### src/rtl/awa_pkg.sv
// Shared widths, types and the arctangent table of the wheel-angle unit.
package awa_pkg;

    localparam int unsigned LenW     = 16;  // Q12.4 lengths
    localparam int unsigned AngW     = 16;  // Q8.8 angles
    localparam int unsigned CfgIdxW  = 1;
    localparam int unsigned CordW    = 30;  // CORDIC x/y, signed
    localparam int unsigned ZW       = 25;  // accumulated angle, signed Q.16
    localparam int unsigned AccW     = 27;  // 90 deg +/- z
    localparam int unsigned TabN     = 24;
    localparam int unsigned TabW     = 22;
    localparam int unsigned InScaleSh = 8;  // inputs times 256
    localparam int unsigned DefSteps = 16;

    localparam logic [CfgIdxW-1:0] RegTrackWidth = 1'd0;
    localparam logic [CfgIdxW-1:0] RegWheelbase  = 1'd1;
    localparam logic [LenW-1:0]    TrackReset    = 16'd0;
    localparam logic [LenW-1:0]    BaseReset     = 16'd16;

    localparam logic signed [AccW-1:0] Deg90Q16  = 27'sd5898240;
    localparam logic signed [AccW-1:0] Deg180Q16 = 27'sd11796480;
    localparam logic signed [AccW-1:0] HalfLsb   = 27'sd128;

    // atan(2^-i) in degrees, Q.16, rounded to nearest
    localparam logic [TabW-1:0] AtanTab [TabN] = '{
        22'd2949120, 22'd1740967, 22'd919879, 22'd466945, 22'd234379, 22'd117304,
        22'd58666,   22'd29335,   22'd14668,  22'd7334,   22'd3667,   22'd1833,
        22'd917,     22'd458,     22'd229,    22'd115,    22'd57,     22'd29,
        22'd14,      22'd7,       22'd4,      22'd2,      22'd1,      22'd0
    };

    typedef struct packed {
        logic signed [CordW-1:0] x_l;
        logic signed [CordW-1:0] y_l;
        logic signed [ZW-1:0]    z_l;
        logic signed [CordW-1:0] x_r;
        logic signed [CordW-1:0] y_r;
        logic signed [ZW-1:0]    z_r;
        logic                    dir;
    } t_vec;

endpackage

### src/rtl/awa_entry.sv
// Input stage: holds the register file and forms the starting CORDIC vectors.
module awa_entry (
    input  logic                         i_clk,
    input  logic                         i_rst_n,
    input  logic                         i_cfg_valid,
    output logic                         o_cfg_ready,
    input  logic [awa_pkg::CfgIdxW-1:0]  i_cfg_index,
    input  logic [awa_pkg::LenW-1:0]     i_cfg_data,
    input  logic                         i_valid,
    output logic                         o_ready,
    input  logic [awa_pkg::LenW-1:0]     i_radius,
    input  logic                         i_dir,
    output logic                         o_valid,
    input  logic                         i_ready,
    output awa_pkg::t_vec                o_data
);
    import awa_pkg::*;

    logic [LenW-1:0] r_track;
    logic [LenW-1:0] r_base;
    logic            r_valid;
    t_vec            r_data;
    t_vec            n_data;
    logic signed [CordW-1:0] s_r2, s_w;

    assign o_cfg_ready = 1'b1;
    assign o_ready     = !r_valid || i_ready;

    always_ff @(posedge i_clk) begin
        if (!i_rst_n) begin
            r_track <= TrackReset;
            r_base  <= BaseReset;
        end else if (i_cfg_valid) begin
            unique case (i_cfg_index)
                RegTrackWidth: r_track <= i_cfg_data;
                RegWheelbase:  r_base  <= i_cfg_data;
                default: ;
            endcase
        end
    end

    always_comb begin
        s_r2 = CordW'({i_radius, 1'b0});
        s_w  = CordW'(r_track);
        n_data     = '0;
        n_data.x_l = CordW'({r_base, 1'b0}) <<< InScaleSh;
        n_data.x_r = n_data.x_l;
        n_data.y_l = (s_r2 + s_w) <<< InScaleSh;
        n_data.y_r = (s_r2 - s_w) <<< InScaleSh;
        n_data.dir = i_dir;
    end

    always_ff @(posedge i_clk) begin
        if (!i_rst_n) begin
            r_valid <= 1'b0;
        end else if (o_ready) begin
            r_valid <= i_valid;
        end
    end

    always_ff @(posedge i_clk) begin
        if (o_ready && i_valid) begin
            r_data <= n_data;
        end
    end

    assign o_valid = r_valid;
    assign o_data  = r_data;
endmodule

### config.mk
export PLATFORM = sky130hd
export DESIGN_NAME = awa_entry
export DESIGN_NICKNAME = d
export VERILOG_FILES = /design/src/rtl/awa_pkg.sv /design/src/rtl/awa_entry.sv
export SDC_FILE = /design/constraint.sdc
export NUM_CORES = 1
export LEC_CHECK = 0
export BUFFER_PORTS_ARGS = -buffer_cell sky130_fd_sc_hd__buf_2
export CORE_AREA = 2 2 107 109
export CTS_BUF_LIST = sky130_fd_sc_hd__clkbuf_8
export DETAILED_ROUTE_END_ITERATION = 16
export DIE_AREA = 0 0 109 111
export GPL_TIMING_DRIVEN = 0
export PLACE_DENSITY = 0.87
export SLEW_MARGIN = 20
export SYNTH_ARGS = -nofsm -noshare
export SYNTH_HDL_FRONTEND = slang
export SYNTH_SLANG_ARGS = --single-unit
### constraint.sdc
create_clock -name i_clk -period 3.2 [get_ports i_clk]
set_clock_uncertainty 0.15 [all_clocks]
set_input_delay 0.32 -clock i_clk [delete_from_list [all_inputs] [get_ports i_clk]]
set_output_delay 0.32 -clock i_clk [all_outputs]
set_load 0.02 [all_outputs]
==> impl_metrics.toml <==
[run_status]
outcome = "completed"

[clocking]
clk_pin_slew_ns = 0.09
clock-sinks = 85
postCtsSetupBuffers = 0
clkLatencyLatePin_ns = 0.37
clockBufferDepth = 2
numCtsBuffers = 9
cts_tree = "yes"
ctsHtreeMaxLevel = 3
clock-root-buffer = "clkbuf_8"

[global_routing]
grt_pass1_vias = 3740
grt_max_degree = 53
antenna_found_initial = 0
grt_overflow = 0
grt_use_total = 0.184
grt_pass1_wl_microns = 17500

[setup_path]
path_class = "flop to flop"
crit_path_max_incr_delay_ns = 0.46
critical_path_arrival_ns = 2.67
startpoint = "r_track[0]"
cp_slowest_cell = "a311o_1"
start_kind = "flop"
crit_buf_inv = 1
worstReg2RegStart = "r_track[0]"
setup.worst_path.end_class = "flop"
critical_path.top_delay_family = "compound AO/OA/AOI/OAI gates"
critical_path_required_ns = 3.16
cp_cell_sequence = "inv_1 -> fa_1 -> a21o_1 -> a21oi_2 -> o21ai_1 -> a311o_1 -> a21oi_1 -> xnor2_1"
critPathMaxFanout = 4

[die]
die_height_microns = 111
core-area_sq_um = 11100
dieArea_sq_um = 12100
die_x_microns = 109
row_count = 39
start_util = 0.486
ios = 213

[route]
routed_wl_microns = 11000
routed-via-count = 4128
drt_pass1_iterations = 5
drcViolationCount = 0
dr.first_iter.drc_count = 142
viasPerCell = 4.46
route.detailed.wl_per_inst_microns = 11.9
drtAntennaViolNets = 0

[place]
post-place-ws_ns = 0.478
gp_congestion = 0.921
dp_hpwl_microns = 8620
port_buffers = 113
place_area_sq_um = 6490

[power_and_ir_drop]
clockPowerShare = 0.291
power.share.switching = 0.308
pwr-share-seq = 0.441
combPwrFrac = 0.269
power_leakage_nw = 3.26
p_per_area_nw_per_um2 = 437
p_sw_w = 0.000904
max-vdd-ir-drop_mv = 0.279
p_total_w = 0.00294
p_int_w = 0.00203

[layout]
area_growth_pct = 25.0
drive_above_1_share = 0.347
fill_cells = 979
stdcell_area_sq_um = 6730
nNetsFinal = 849
antenna_cells = 0

[synth]
synth_common_cells = "buf_4, nand2_1, edfxtp_1"
synth-seq-cells = 85
synth.most_common_cell = "buf_4"
synth_ff_type = "edfxtp_1"
synthCells = 556
async_flop_share = 0
post_synth_num_cell_types = 52
synth_edf_count = 52
synth_top_area_frac = 0.290
synth.area.top_cells = "edfxtp_1, buf_4, dfxtp_1"
yosys_warnings = 0
synth_top_cell_by_area = "edfxtp_1"
yosysSeqAreaShare = 0.413
synth.cell_area_sq_um = 5380
syn_avg_cell_area_sq_um = 9.68

[timing]
fin_hold_ws_ns = 0.0574
min_period_over_period = 0.848
maxSlewHeadroom = 0.524
drv_slew = 0
setup_tns_ns = 0
min_period_ns = 2.71
hold_viol = 0
rsz0062_at_grt = "false"
setup_viol = 0
worst_slew_pin_slew_ns = 0.715
max_freq_mhz = 369
fin_ws_ns = 0.487

[flow_run]
drv_cap = 0

[min_path]
hp-start = "i_valid"
hp-class = "input pin to flop"
placed cells by master (no fill, tap or decap), types with 5 or more instances in the layout:
master	count
buf_4	121
buf_2	116
conb_1	99
nand2_1	77
edfxtp_1	52
dfxtp_1	33
a21boi_0	32
inv_1	30
ha_1	30
nor2_1	22
xnor2_1	20
a21oi_1	17
clkbuf_1	14
clkbuf_8	10
a21o_1	8
nor2b_1	7
o21bai_1	6
xor2_1	6
o21ai_1	5
nand2b_1	5
power by group through the flow:
stage | logic (W) | registers, W | clock network (W)
4_1_cts | 0.000781 | 0.00130 | 0.000866
6_report | 0.000789 | 0.00129 | 0.000854
3_3_place_gp | 0.000762 | 0.00132 | 0
3_5_place_dp | 0.000776 | 0.00132 | 0
5_1_grt | 0.000855 | 0.00131 | 0.000910
2_1_floorplan | 0.000522 | 0.00140 | 0
registers in the layout, summed over array words and instances, names as in the netlist:
register  cells
o_data       52
r_base       16
r_track      16
o_valid       1
path summary, 6_finish.rpt:
path / to / slack, ns / cells past startpoint
setup / recovery: o_data[48] / 0.49 / 8
setup reg to reg: o_data[48] / 0.49 / 8
hold reg to reg: o_data[65] / 0.29 / 0
hold / removal: o_valid / 0.06 / 3
what timing repair did:
item	4_1_cts	5_1_grt
endpoints found under the hold margin	1	0
gates resized for setup	0	0
hold buffers	1	0
setup endpoints to repair	0	0
tightest hold or removal path: cells and delay by family:
| kind | cells | cell delay [ns] |
|---|---|---|
| buffers and inverters | 2 | 0.15 |
| AO/OA/AOI/OAI | 1 | 0.06 |
stage by stage:
step           utilization  instances
2_1_floorplan            -        653
3_3_place_gp         0.586        909
3_5_place_dp         0.586        909
4_1_cts              0.607        926
5_1_grt              0.607        926
6_report             0.607        926
routing by layer:
metal  global-route usage  wire length (microns)  vias up
li1                     -                      -     2085
met5                    0                      0        -
met4               0.0795                    312        0
met3               0.0341                    853       24
met2                0.311                   5410      188
met1                0.227                   4470     1831
cell families (layout without fill, tap and decap cells):
family,after synthesis,count (layout),synth area share
and+or+nand+nor,136,136,0.112
adders and majority gates,32,32,0.0772
xor gates and xnor gates,26,26,0.0423
other,2,99,0.00140
muxes,1,1,0.00186
AOI/OAI and AO/OA,103,103,0.144
buffers and inverters,171,301,0.209
DFF,85,85,0.413
layout make-up:
class,instances,area [sq um],share of cell area
Multi-Input combinational cell,397,2400,0.357
Clock inverter,6,85.1,0.0127
Inverter,30,113,0.0167
Tap cell,143,179,0.0266
Sequential cell,85,2220,0.330
Timing Repair Buffer,114,576,0.0856
Buffer,141,1010,0.150
Clock buffer,10,138,0.0205
Power figures use the tool's default switching activity.
