**src/rtl/awa_pkg.sv**
```systemverilog
// Shared widths, types and the arctangent table of the wheel-angle unit.
package awa_pkg;

    localparam int unsigned LenW     = 16;  // Q12.4 lengths
    localparam int unsigned AngW     = 16;  // Q8.8 angles
    localparam int unsigned CfgIdxW  = 1;
    localparam int unsigned CordW    = 30;  // CORDIC x/y, signed
    localparam int unsigned ZW       = 25;  // accumulated angle, signed Q.16
    localparam int unsigned AccW     = 27;  // 90 deg +/- z
    localparam int unsigned TabN     = 24;
    localparam int unsigned TabW     = 22;
    localparam int unsigned InScaleSh = 8;  // inputs times 256
    localparam int unsigned DefSteps = 16;

    localparam logic [CfgIdxW-1:0] RegTrackWidth = 1'd0;
    localparam logic [CfgIdxW-1:0] RegWheelbase  = 1'd1;
    localparam logic [LenW-1:0]    TrackReset    = 16'd0;
    localparam logic [LenW-1:0]    BaseReset     = 16'd16;

    localparam logic signed [AccW-1:0] Deg90Q16  = 27'sd5898240;
    localparam logic signed [AccW-1:0] Deg180Q16 = 27'sd11796480;
    localparam logic signed [AccW-1:0] HalfLsb   = 27'sd128;

    // atan(2^-i) in degrees, Q.16, rounded to nearest
    localparam logic [TabW-1:0] AtanTab [TabN] = '{
        22'd2949120, 22'd1740967, 22'd919879, 22'd466945, 22'd234379, 22'd117304,
        22'd58666,   22'd29335,   22'd14668,  22'd7334,   22'd3667,   22'd1833,
        22'd917,     22'd458,     22'd229,    22'd115,    22'd57,     22'd29,
        22'd14,      22'd7,       22'd4,      22'd2,      22'd1,      22'd0
    };

    typedef struct packed {
        logic signed [CordW-1:0] x_l;
        logic signed [CordW-1:0] y_l;
        logic signed [ZW-1:0]    z_l;
        logic signed [CordW-1:0] x_r;
        logic signed [CordW-1:0] y_r;
        logic signed [ZW-1:0]    z_r;
        logic                    dir;
    } t_vec;

endpackage

```
**src/rtl/awa_cell.sv**
```systemverilog
// One vectoring CORDIC step for both wheels, registered.
module awa_cell #(
    parameter int unsigned STEP = 0
) (
    input  logic          i_clk,
    input  logic          i_rst_n,
    input  logic          i_valid,
    output logic          o_ready,
    input  awa_pkg::t_vec i_data,
    output logic          o_valid,
    input  logic          i_ready,
    output awa_pkg::t_vec o_data
);
    import awa_pkg::*;

    localparam logic signed [ZW-1:0] Ang = ZW'(AtanTab[STEP]);

    logic r_valid;
    t_vec r_data;
    t_vec n_data;
    logic signed [CordW-1:0] xs_l, ys_l, xs_r, ys_r;

    assign o_ready = !r_valid || i_ready;

    always_comb begin
        xs_l = i_data.x_l >>> STEP;
        ys_l = i_data.y_l >>> STEP;
        xs_r = i_data.x_r >>> STEP;
        ys_r = i_data.y_r >>> STEP;
        n_data = i_data;
        // rotate toward the x axis; sign of y picks the direction
        if (!i_data.y_l[CordW-1]) begin
            n_data.x_l = i_data.x_l + ys_l;
            n_data.y_l = i_data.y_l - xs_l;
            n_data.z_l = i_data.z_l + Ang;
        end else begin
            n_data.x_l = i_data.x_l - ys_l;
            n_data.y_l = i_data.y_l + xs_l;
            n_data.z_l = i_data.z_l - Ang;
        end
        if (!i_data.y_r[CordW-1]) begin
            n_data.x_r = i_data.x_r + ys_r;
            n_data.y_r = i_data.y_r - xs_r;
            n_data.z_r = i_data.z_r + Ang;
        end else begin
            n_data.x_r = i_data.x_r - ys_r;
            n_data.y_r = i_data.y_r + xs_r;
            n_data.z_r = i_data.z_r - Ang;
        end
    end

    always_ff @(posedge i_clk) begin
        if (!i_rst_n) begin
            r_valid <= 1'b0;
        end else if (o_ready) begin
            r_valid <= i_valid;
        end
    end

    always_ff @(posedge i_clk) begin
        if (o_ready && i_valid) begin
            r_data <= n_data;
        end
    end

    assign o_valid = r_valid;
    assign o_data  = r_data;
endmodule

```
**config.mk**
```make
export PLATFORM = sky130hd
export DESIGN_NAME = awa_cell
export DESIGN_NICKNAME = d
export VERILOG_FILES = /design/src/rtl/awa_pkg.sv /design/src/rtl/awa_cell.sv
export SDC_FILE = /design/constraint.sdc
export NUM_CORES = 1
export LEC_CHECK = 0
export ABC_CLOCK_PERIOD_IN_PS = 13500
export BUFFER_PORTS_ARGS = -buffer_cell sky130_fd_sc_hd__buf_2
export CORE_MARGIN = 2
export CORE_UTILIZATION = 52
export DETAILED_ROUTE_END_ITERATION = 6
export PLACE_DENSITY = 0.77
export SYNTH_ARGS = -nofsm -noshare
export SYNTH_HDL_FRONTEND = slang
export SYNTH_SLANG_ARGS = --single-unit
```
**constraint.sdc**
```tcl
create_clock -name i_clk -period 13.5 [get_ports i_clk]
set_clock_uncertainty 0.05 [all_clocks]
set_input_delay 2.7 -clock i_clk [delete_from_list [all_inputs] [get_ports i_clk]]
set_output_delay 2.7 -clock i_clk [all_outputs]
set_load 0.05 [all_outputs]
```
==> flow_metrics.env <==
export IMPL_status="finished clean"
export IMPL_ys_seq_area_share_pct=32.1
export IMPL_synth_area_leaders="edfxtp_1 (32%), ha_1 (16%), a21oi_1 (6.4%)"
export IMPL_start_kind="primary input"
export IMPL_grt_pass1_vias=13800
export IMPL_ys_types=89
export IMPL_ys_flop_type="edfxtp_1"
export IMPL_final_common_cell="buf_2"
export IMPL_max_slew_margin_pct=44.0
export IMPL_cp_common_cell="buf_2"
export IMPL_p_leak_nw=8.39
export IMPL_fmax_ghz=0.169
export IMPL_min_period_ps=5930
export IMPL_core_um2=29800
export IMPL_slowest_stage="buf_2"
export IMPL_nets=2437
export IMPL_io_pins=348
export IMPL_gp_congestion=0.942
export IMPL_setup_viol=0
export IMPL_cp_end_kind="output port"
export IMPL_num_rows=63
export IMPL_rr_worst_depth=3
export IMPL_drv_cap=0
export IMPL_overflow=0
export IMPL_synth_edf_count=169
export IMPL_cts_sinks=170
export IMPL_dp_hpwl_um=36200
export IMPL_routedWlPerCell_um=18.6
export IMPL_syn_area_um2=15900
export IMPL_postCtsSetupBuffers=0
export IMPL_die_h_um=179
export IMPL_ys_seq_elements=170
export IMPL_hold_path_class="flip-flop to flip-flop"
export IMPL_rsz0062_at_grt="false"
export IMPL_synth_top_area_share_pct=32.0
export IMPL_clk_pin_slew_worst_paths_ps=70
export IMPL_vias=14400
export IMPL_grt_usage_pct=28.3
export IMPL_portBuffers=347
export IMPL_dieArea_um2=31900
export IMPL_areaGrowthSynthToFinish_pct=15.6
export IMPL_grt_first_pass_wirelength_um=71600
export IMPL_path_class="primary input to output port"
export IMPL_vias_per_cell=5.87
export IMPL_synth_cells=1749
export IMPL_synth_avg_cell_area_um2=9.07
export IMPL_root_buffer="clkbuf_16"
export IMPL_regToRegSetupSlack_ps=11270
export IMPL_htreeDepth=4
export IMPL_holdCritStartpoint="o_valid"
export IMPL_route_detailed_drc=0
export IMPL_holdBufCountCts=0
export IMPL_cts_buffers=17
export IMPL_min_delay_path_depth=2
export IMPL_maxSlewViolCount=0
export IMPL_finalCritPeriodShare_pct=43.9
export IMPL_dr_pass1_iters=5
export IMPL_power_density_nw_per_um2=110
export IMPL_synth_nets=2138
export IMPL_clock_path_buffers=2
export IMPL_drt_wl_total_um=45800
export IMPL_drt_iter0_markers=1455
export IMPL_path_cells="buf_2 -> nand2b_1 -> buf_2"
export IMPL_cp_slowest_stage_delay_ps=280
export IMPL_path_max_fanout=3
export IMPL_grt_max_degree=75
export IMPL_cp_required_ps=10750
export IMPL_cts_resized=0
export IMPL_fin_area_um2=18300
export IMPL_ant_nets=0
export IMPL_timing_rr_end="o_data[149]"
export IMPL_postPlaceCellArea_um2=17700
export IMPL_start_util_pct=53.2
export IMPL_worstMarginPinSlew_ps=841
export IMPL_grt_antenna_before_repair=3
export IMPL_hold_viol_final=0
export IMPL_worstPathArrival_ps=3180
export IMPL_drive_gt1_share_pct=20.4
export IMPL_async_flop_share_pct=0
export IMPL_setup_tns_ps=0
export IMPL_reg2reg_from="o_valid"
export IMPL_synth_area_leader_cell="edfxtp_1"
export IMPL_yosys_warnings=0
export IMPL_final_cell_mix="buf_2 (347), ha_1 (206), a21oi_1 (202)"
export IMPL_ir_drop_uv=82.9
export IMPL_holdPathEnd="o_valid"
export IMPL_die_w_um=179
export IMPL_clk_latency_ps=440
export IMPL_cts_tree="built"
## metal layers
layer	part of all wire (%)	track usage (%)	vias up
li1	-	-	6860
met1	42	37.3	6835
met2	48	46.9	607
met3	6.5	4.03	111
met4	3.3	11.3	0
met5	0	0	-
## state kept, by name, indices dropped and copies added, names as in the netlist
register	cells
o_data	169
o_valid	1
## synth_stat cells, types with 34 or more instances
master and n:
inv_1 183, clkbuf_1 36, nand2_1 64, xnor2_1 104
mux2i_1 34, o21ai_0 92, ha_1 206, o21bai_1 52
a21o_1 41, nor2_1 140, nor3_1 42, a21oi_1 202
edfxtp_1 169
## cells by family (layout without fill, tap and decap cells)
family                   Yosys count  after routing  share of synthesized area [%]
other                              0              3                              0
buffers and inverters            263            575                           6.97
adder cells (fa/ha/maj)          214            214                           17.3
AO/OA/AOI/OAI                    560            560                           22.7
flip-flops                       170            170                           32.1
AND/OR/NAND/NOR                  379            379                           11.6
multiplexers                      37             37                           2.36
XOR/XNOR                         126            126                           6.96
## worst max-delay path: cells and delay by family
kind / cells / cell delay [ps]
simple gates: 1 / 130
buf+inv: 2 / 350
## cell type report
| type | instances | area [µm²] |
|---|---|---|
| Fill cell | 2624 | 11500 |
| Multi-Input combinational cell | 1316 | 9660 |
| Sequential cell | 170 | 5090 |
| Timing Repair Buffer | 353 | 1780 |
| Inverter | 190 | 713 |
| Tap cell | 390 | 488 |
| Clock buffer | 17 | 425 |
| Clock inverter | 15 | 154 |
| Antenna cell | 3 | 7.51 |
## through the flow
stage	std cells	power (W)	worst slack [ps]	hold slack, ps	utilization, %
6_report	2454	0.00202	7570	505	61.5
5_1_grt	2453	0.00212	7530	557	61.5
4_1_cts	2451	0.00202	7570	511	61.5
3_5_place_dp	2419	0.00153	7550	501	59.5
3_3_place_gp	2419	0.00152	7520	471	59.5
2_1_floorplan	1749	0.00133	5810	1100	-
## where the power goes
part	switching [W]	internal (W)	leakage [nW]
Combinational	0.000591	0.000255	6.47
Clock	0.000242	0.000247	0.279
Sequential	0.0000164	0.000672	1.64
Total	0.000849	0.00117	8.39
## worst max-delay path by stage
stage | end | depth (start not counted) | startpoint
finish | o_ready | 3 | i_ready
global route | o_ready | 3 | i_ready
CTS | o_ready | 3 | i_ready
detailed placement | o_data[168] | 12 | i_data[112]
global placement | o_data[168] | 12 | i_data[112]
floorplan | o_data[0] | 2 | i_ready
Note: power is estimated with default switching activity, not from simulation.
