## src/rtl/awa_pkg.sv

```systemverilog
// Shared widths, types and the arctangent table of the wheel-angle unit.
package awa_pkg;

    localparam int unsigned LenW     = 16;  // Q12.4 lengths
    localparam int unsigned AngW     = 16;  // Q8.8 angles
    localparam int unsigned CfgIdxW  = 1;
    localparam int unsigned CordW    = 30;  // CORDIC x/y, signed
    localparam int unsigned ZW       = 25;  // accumulated angle, signed Q.16
    localparam int unsigned AccW     = 27;  // 90 deg +/- z
    localparam int unsigned TabN     = 24;
    localparam int unsigned TabW     = 22;
    localparam int unsigned InScaleSh = 8;  // inputs times 256
    localparam int unsigned DefSteps = 16;

    localparam logic [CfgIdxW-1:0] RegTrackWidth = 1'd0;
    localparam logic [CfgIdxW-1:0] RegWheelbase  = 1'd1;
    localparam logic [LenW-1:0]    TrackReset    = 16'd0;
    localparam logic [LenW-1:0]    BaseReset     = 16'd16;

    localparam logic signed [AccW-1:0] Deg90Q16  = 27'sd5898240;
    localparam logic signed [AccW-1:0] Deg180Q16 = 27'sd11796480;
    localparam logic signed [AccW-1:0] HalfLsb   = 27'sd128;

    // atan(2^-i) in degrees, Q.16, rounded to nearest
    localparam logic [TabW-1:0] AtanTab [TabN] = '{
        22'd2949120, 22'd1740967, 22'd919879, 22'd466945, 22'd234379, 22'd117304,
        22'd58666,   22'd29335,   22'd14668,  22'd7334,   22'd3667,   22'd1833,
        22'd917,     22'd458,     22'd229,    22'd115,    22'd57,     22'd29,
        22'd14,      22'd7,       22'd4,      22'd2,      22'd1,      22'd0
    };

    typedef struct packed {
        logic signed [CordW-1:0] x_l;
        logic signed [CordW-1:0] y_l;
        logic signed [ZW-1:0]    z_l;
        logic signed [CordW-1:0] x_r;
        logic signed [CordW-1:0] y_r;
        logic signed [ZW-1:0]    z_r;
        logic                    dir;
    } t_vec;

endpackage

```

## src/rtl/awa_finish.sv

```systemverilog
// Angle finish: apply heading, clamp, round, then take the larger angle.
module awa_finish (
    input  logic                      i_clk,
    input  logic                      i_rst_n,
    input  logic                      i_valid,
    output logic                      o_ready,
    input  awa_pkg::t_vec             i_data,
    output logic                      o_valid,
    input  logic                      i_ready,
    output logic [awa_pkg::AngW-1:0]  o_left,
    output logic [awa_pkg::AngW-1:0]  o_right,
    output logic [awa_pkg::AngW-1:0]  o_larger
);
    import awa_pkg::*;

    function automatic logic [AngW-1:0] finish_angle(input logic signed [ZW-1:0] z,
                                                      input logic dir);
        logic signed [AccW-1:0] a;
        logic signed [AccW-1:0] r;
        a = dir ? (Deg90Q16 - AccW'(z)) : (Deg90Q16 + AccW'(z));
        if (a < 0) begin
            a = '0;
        end else if (a > Deg180Q16) begin
            a = Deg180Q16;
        end
        r = a + HalfLsb;
        return r[AngW+7:8];
    endfunction

    logic            r_a_valid, r_o_valid;
    logic [AngW-1:0] r_a_left, r_a_right;
    logic [AngW-1:0] r_left, r_right, r_larger;
    logic            s_o_ready;

    assign s_o_ready = !r_o_valid || i_ready;
    assign o_ready   = !r_a_valid || s_o_ready;

    always_ff @(posedge i_clk) begin
        if (!i_rst_n) begin
            r_a_valid <= 1'b0;
            r_o_valid <= 1'b0;
        end else begin
            if (o_ready) begin
                r_a_valid <= i_valid;
            end
            if (s_o_ready) begin
                r_o_valid <= r_a_valid;
            end
        end
    end

    always_ff @(posedge i_clk) begin
        if (o_ready && i_valid) begin
            r_a_left  <= finish_angle(i_data.z_l, i_data.dir);
            r_a_right <= finish_angle(i_data.z_r, i_data.dir);
        end
        if (s_o_ready && r_a_valid) begin
            r_left   <= r_a_left;
            r_right  <= r_a_right;
            r_larger <= (r_a_left > r_a_right) ? r_a_left : r_a_right;
        end
    end

    assign o_valid  = r_o_valid;
    assign o_left   = r_left;
    assign o_right  = r_right;
    assign o_larger = r_larger;
endmodule

```

## config.mk

```make
export PLATFORM = sky130hd
export DESIGN_NAME = awa_finish
export DESIGN_NICKNAME = d
export VERILOG_FILES = /design/src/rtl/awa_pkg.sv /design/src/rtl/awa_finish.sv
export SDC_FILE = /design/constraint.sdc
export NUM_CORES = 1
export LEC_CHECK = 0
export ABC_AREA = 1
export BUFFER_PORTS_ARGS = -buffer_cell sky130_fd_sc_hd__buf_2
export CORE_ASPECT_RATIO = 1.25
export CORE_UTILIZATION = 30
export DETAILED_ROUTE_END_ITERATION = 7
export PLACE_DENSITY_LB_ADDON = 0.12
export SKIP_LAST_GASP = 1
export SYNTH_ARGS = -nofsm -noshare
export SYNTH_HDL_FRONTEND = slang
export SYNTH_SLANG_ARGS = --single-unit
```

## constraint.sdc

```tcl
create_clock -name i_clk -period 11.6 [get_ports i_clk]
set_input_delay 2.9 -clock i_clk [delete_from_list [all_inputs] [get_ports i_clk]]
set_output_delay 2.9 -clock i_clk [all_outputs]
set_load 0.01 [all_outputs]
```

==> results.txt <==
DRC errors left: 0
GR Util met3: 1.87%
commonest non-fill, non-tap cell in the layout: nand2_1
Clk Latency, worst-skew pair: 330 ps
post-synth top area cell: edfxtp_1
Gates resized, CTS repair: 0
Seq/Total Area, Yosys: 39.3%
CP max FO: 44
instance count of the mapped netlist: 836
FF+latch count, synth: 82
worst slew pin tran: 994 ps
CP endpoint kind: flop
Max Fclk: 0.158 GHz
M2 GR Usage: 25.6%
post-DP HPWL: 12700 um
Tot Pwr: 0.000880 W
CP top delay family: simple AND/OR/NAND/NOR gates
Syn Area/Cell: 7.43 um2
P&R area growth vs syn: 17.6%
Starting Density: 30.7%
I/O Buffers: 104
Synth Warn #: 0
clk slew on worst S/H paths: 60 ps
Setup Crit Path Kind: input pin to flop
reg2reg end: o_larger[11]
Post-CTS Setup Inserts: 0
row cnt: 58
die width: 131 um
WP buf/inv: 3
most frequent CP cell: nand2_1
Critical Path Max Stage Delay: 620 ps
largest cells by area after synthesis: edfxtp_1 (39%), nand2_1 (14%), nor2_1 (6.0%), inv_1 (5.9%), nand3_1 (5.2%)
cts bufs inserted: 9
die area: 21300 um2
layout cells sized above 1: 19.3%
Detailed Route WL: 15400 um
Die Y: 163 um
Mapped Nets: 1036
Leak Pwr: 3.39 nW
Max Buffers Root-to-Sink: 2
CTS root buf: clkbuf_16
worst-path cell chain: buf_2, inv_4, nand3_2, o22ai_1, a21oi_1, nand3_1, nand2_1, nand2_1, nor2_1, a21oi_1, nand2_2, inv_1, nor2_1, ha_1, nand4_2, nor2_4, nand3_1, nand2_1, nand2_1
Placer Congestion: 0.822
CTS H-tree depth: 3
Mapped Area: 6210 um2
Sink Count: 82
hold_buf cts: 0
final hold slack: 451 ps
reg-to-reg setup timing slack: 8940 ps
maximum vdd drop: 0.0000903 V
r2r startpoint: r_a_right[15]
Crit path required time: 11680 ps
Period Utilization, post-route: 54.5%
Reg2Reg Depth: 11
Core Region: 20200 um2
vias in the first global route: 5081
RSZ-0062 raised after global routing: false
Placement Setup Slack: 4910 ps
Via Count: 5517
final hold violations: 0
power per cell area: 120 nW/um2
Slowest cell on crit path: buf_2
M1 GR Usage: 19.7%
GRT Max-Usage Layer: met2
Critical Path AT: 6400 ps
top cell type's share of synthesized area: 38.7%
nets: 1138
most frequent cells in the layout: nand2_1 (240), buf_2 (104), nor2_1 (100), inv_1 (97), edfxtp_1 (80)
first-pass GRT wire length: 25200 um
Inserted Diodes: 0
Cells on Worst Hold Path: 0
initial antenna violation count: 0
Rel. slew slack: 33.6%
max_cap viols: 0
crit path launch type: input pin
ys flop type: edfxtp_1
pin count of the biggest net entering global routing: 49
Async SR Flop Fraction: 0%
CTS tree: built
final worst setup slack: 5280 ps
clk_skew: 5.37 ps
Post-synth EDFFs: 80
Final Critical Period: 6320 ps
Core Util, Final: 36.1%
Synth cell types: 44
fin. max-slew vios: 0
grt ovf: 0
GRT Total Usage: 15.1%
Iteration-0 DRC Markers: 231
final setup violation count: 0
post-route ant nets: 0
status: finished, final reports clean
Hold Path Sink: o_right[13]
Via density: 4.55
WL per Instance: 12.7 um
DRT Pass-1 Iters: 5
Total Neg Setup Slack: 0 ps
Worst Hold Class: flop to flop
Worst Hold Launch: r_a_right[13]
Ports: 225
[state kept, by name, summed over array words and instances (netlist names)]
name,cells
o_larger,16
o_left,16
o_valid,1
o_right,16
r_a_left,16
r_a_valid,1
r_a_right,16
[kinds of logic (layout without fill, tap and decap cells)]
family | after synthesis | in the layout | share of synthesized area [%]
compound gates | 84 | 84 | 7.47
xor+xnor | 23 | 23 | 3.24
fa+ha+maj | 25 | 25 | 5.03
buf+inv | 123 | 230 | 8.15
flops | 82 | 82 | 39.3
simple gates | 499 | 499 | 36.8
[through the flow]
| stage | area [um2] | instances |
|---|---|---|
| floorplan | 6210 | 836 |
| global route | 7310 | 1213 |
| finish | 7310 | 1213 |
| global placement | 7000 | 1197 |
| detailed placement | 7000 | 1197 |
| CTS | 7310 | 1213 |
[power by group]
part	switching, W	internal (W)	leakage, nW
Clock	0.000105	0.000187	0.150
Combinational	0.000142	0.0000701	2.45
Sequential	0.0000129	0.000362	0.793
[cells in the mapped netlist (2+ instances only)]
| cell | n |
|---|---|
| nor2_1 | 100 |
| nand3b_1 | 6 |
| nand2_2 | 10 |
| nand2_1 | 240 |
| clkbuf_1 | 3 |
| nor3_1 | 10 |
| a21oi_1 | 45 |
| inv_2 | 10 |
| inv_1 | 97 |
| nor2_4 | 8 |
| o211ai_1 | 2 |
| or2_2 | 5 |
| nand4_1 | 31 |
| o21bai_1 | 2 |
| xnor2_1 | 4 |
| o21ai_0 | 19 |
| dfxtp_1 | 2 |
| buf_2 | 6 |
| nand3_2 | 3 |
| nand3_1 | 64 |
| o21ai_1 | 5 |
| nor2_2 | 14 |
| ha_1 | 25 |
| edfxtp_1 | 80 |
| o2111ai_1 | 3 |
| xor2_1 | 19 |
| nand2_4 | 4 |
| buf_4 | 3 |
[area by class of cell]
type	count	area (um2)
Tap cell	270	338
Inverter	108	408
Timing Repair Buffer	106	536
Multi-Input combinational cell	631	3280
Fill cell	2209	12900
Clock inverter	6	81.3
Clock buffer	10	229
Sequential cell	82	2440
[metal layers]
metal / share of wire, % / wire [um]
met1: 47 / 7330
met2: 47 / 7330
met3: 3.1 / 478
met4: 2.0 / 308
met5: 0 / 0
[how the worst max path moves through the flow]
stage	cells past startpoint	start	end	slack, ps
2_1_floorplan	2	i_ready	o_ready	5600
3_3_place_gp	19	i_data[0]	r_a_left[11]	4910
3_5_place_dp	19	i_data[0]	r_a_left[11]	4910
4_1_cts	19	i_data[0]	r_a_left[11]	5250
5_1_grt	19	i_data[0]	r_a_left[11]	4810
6_report	19	i_data[0]	r_a_left[11]	5280
Power figures use the tool's default switching activity.
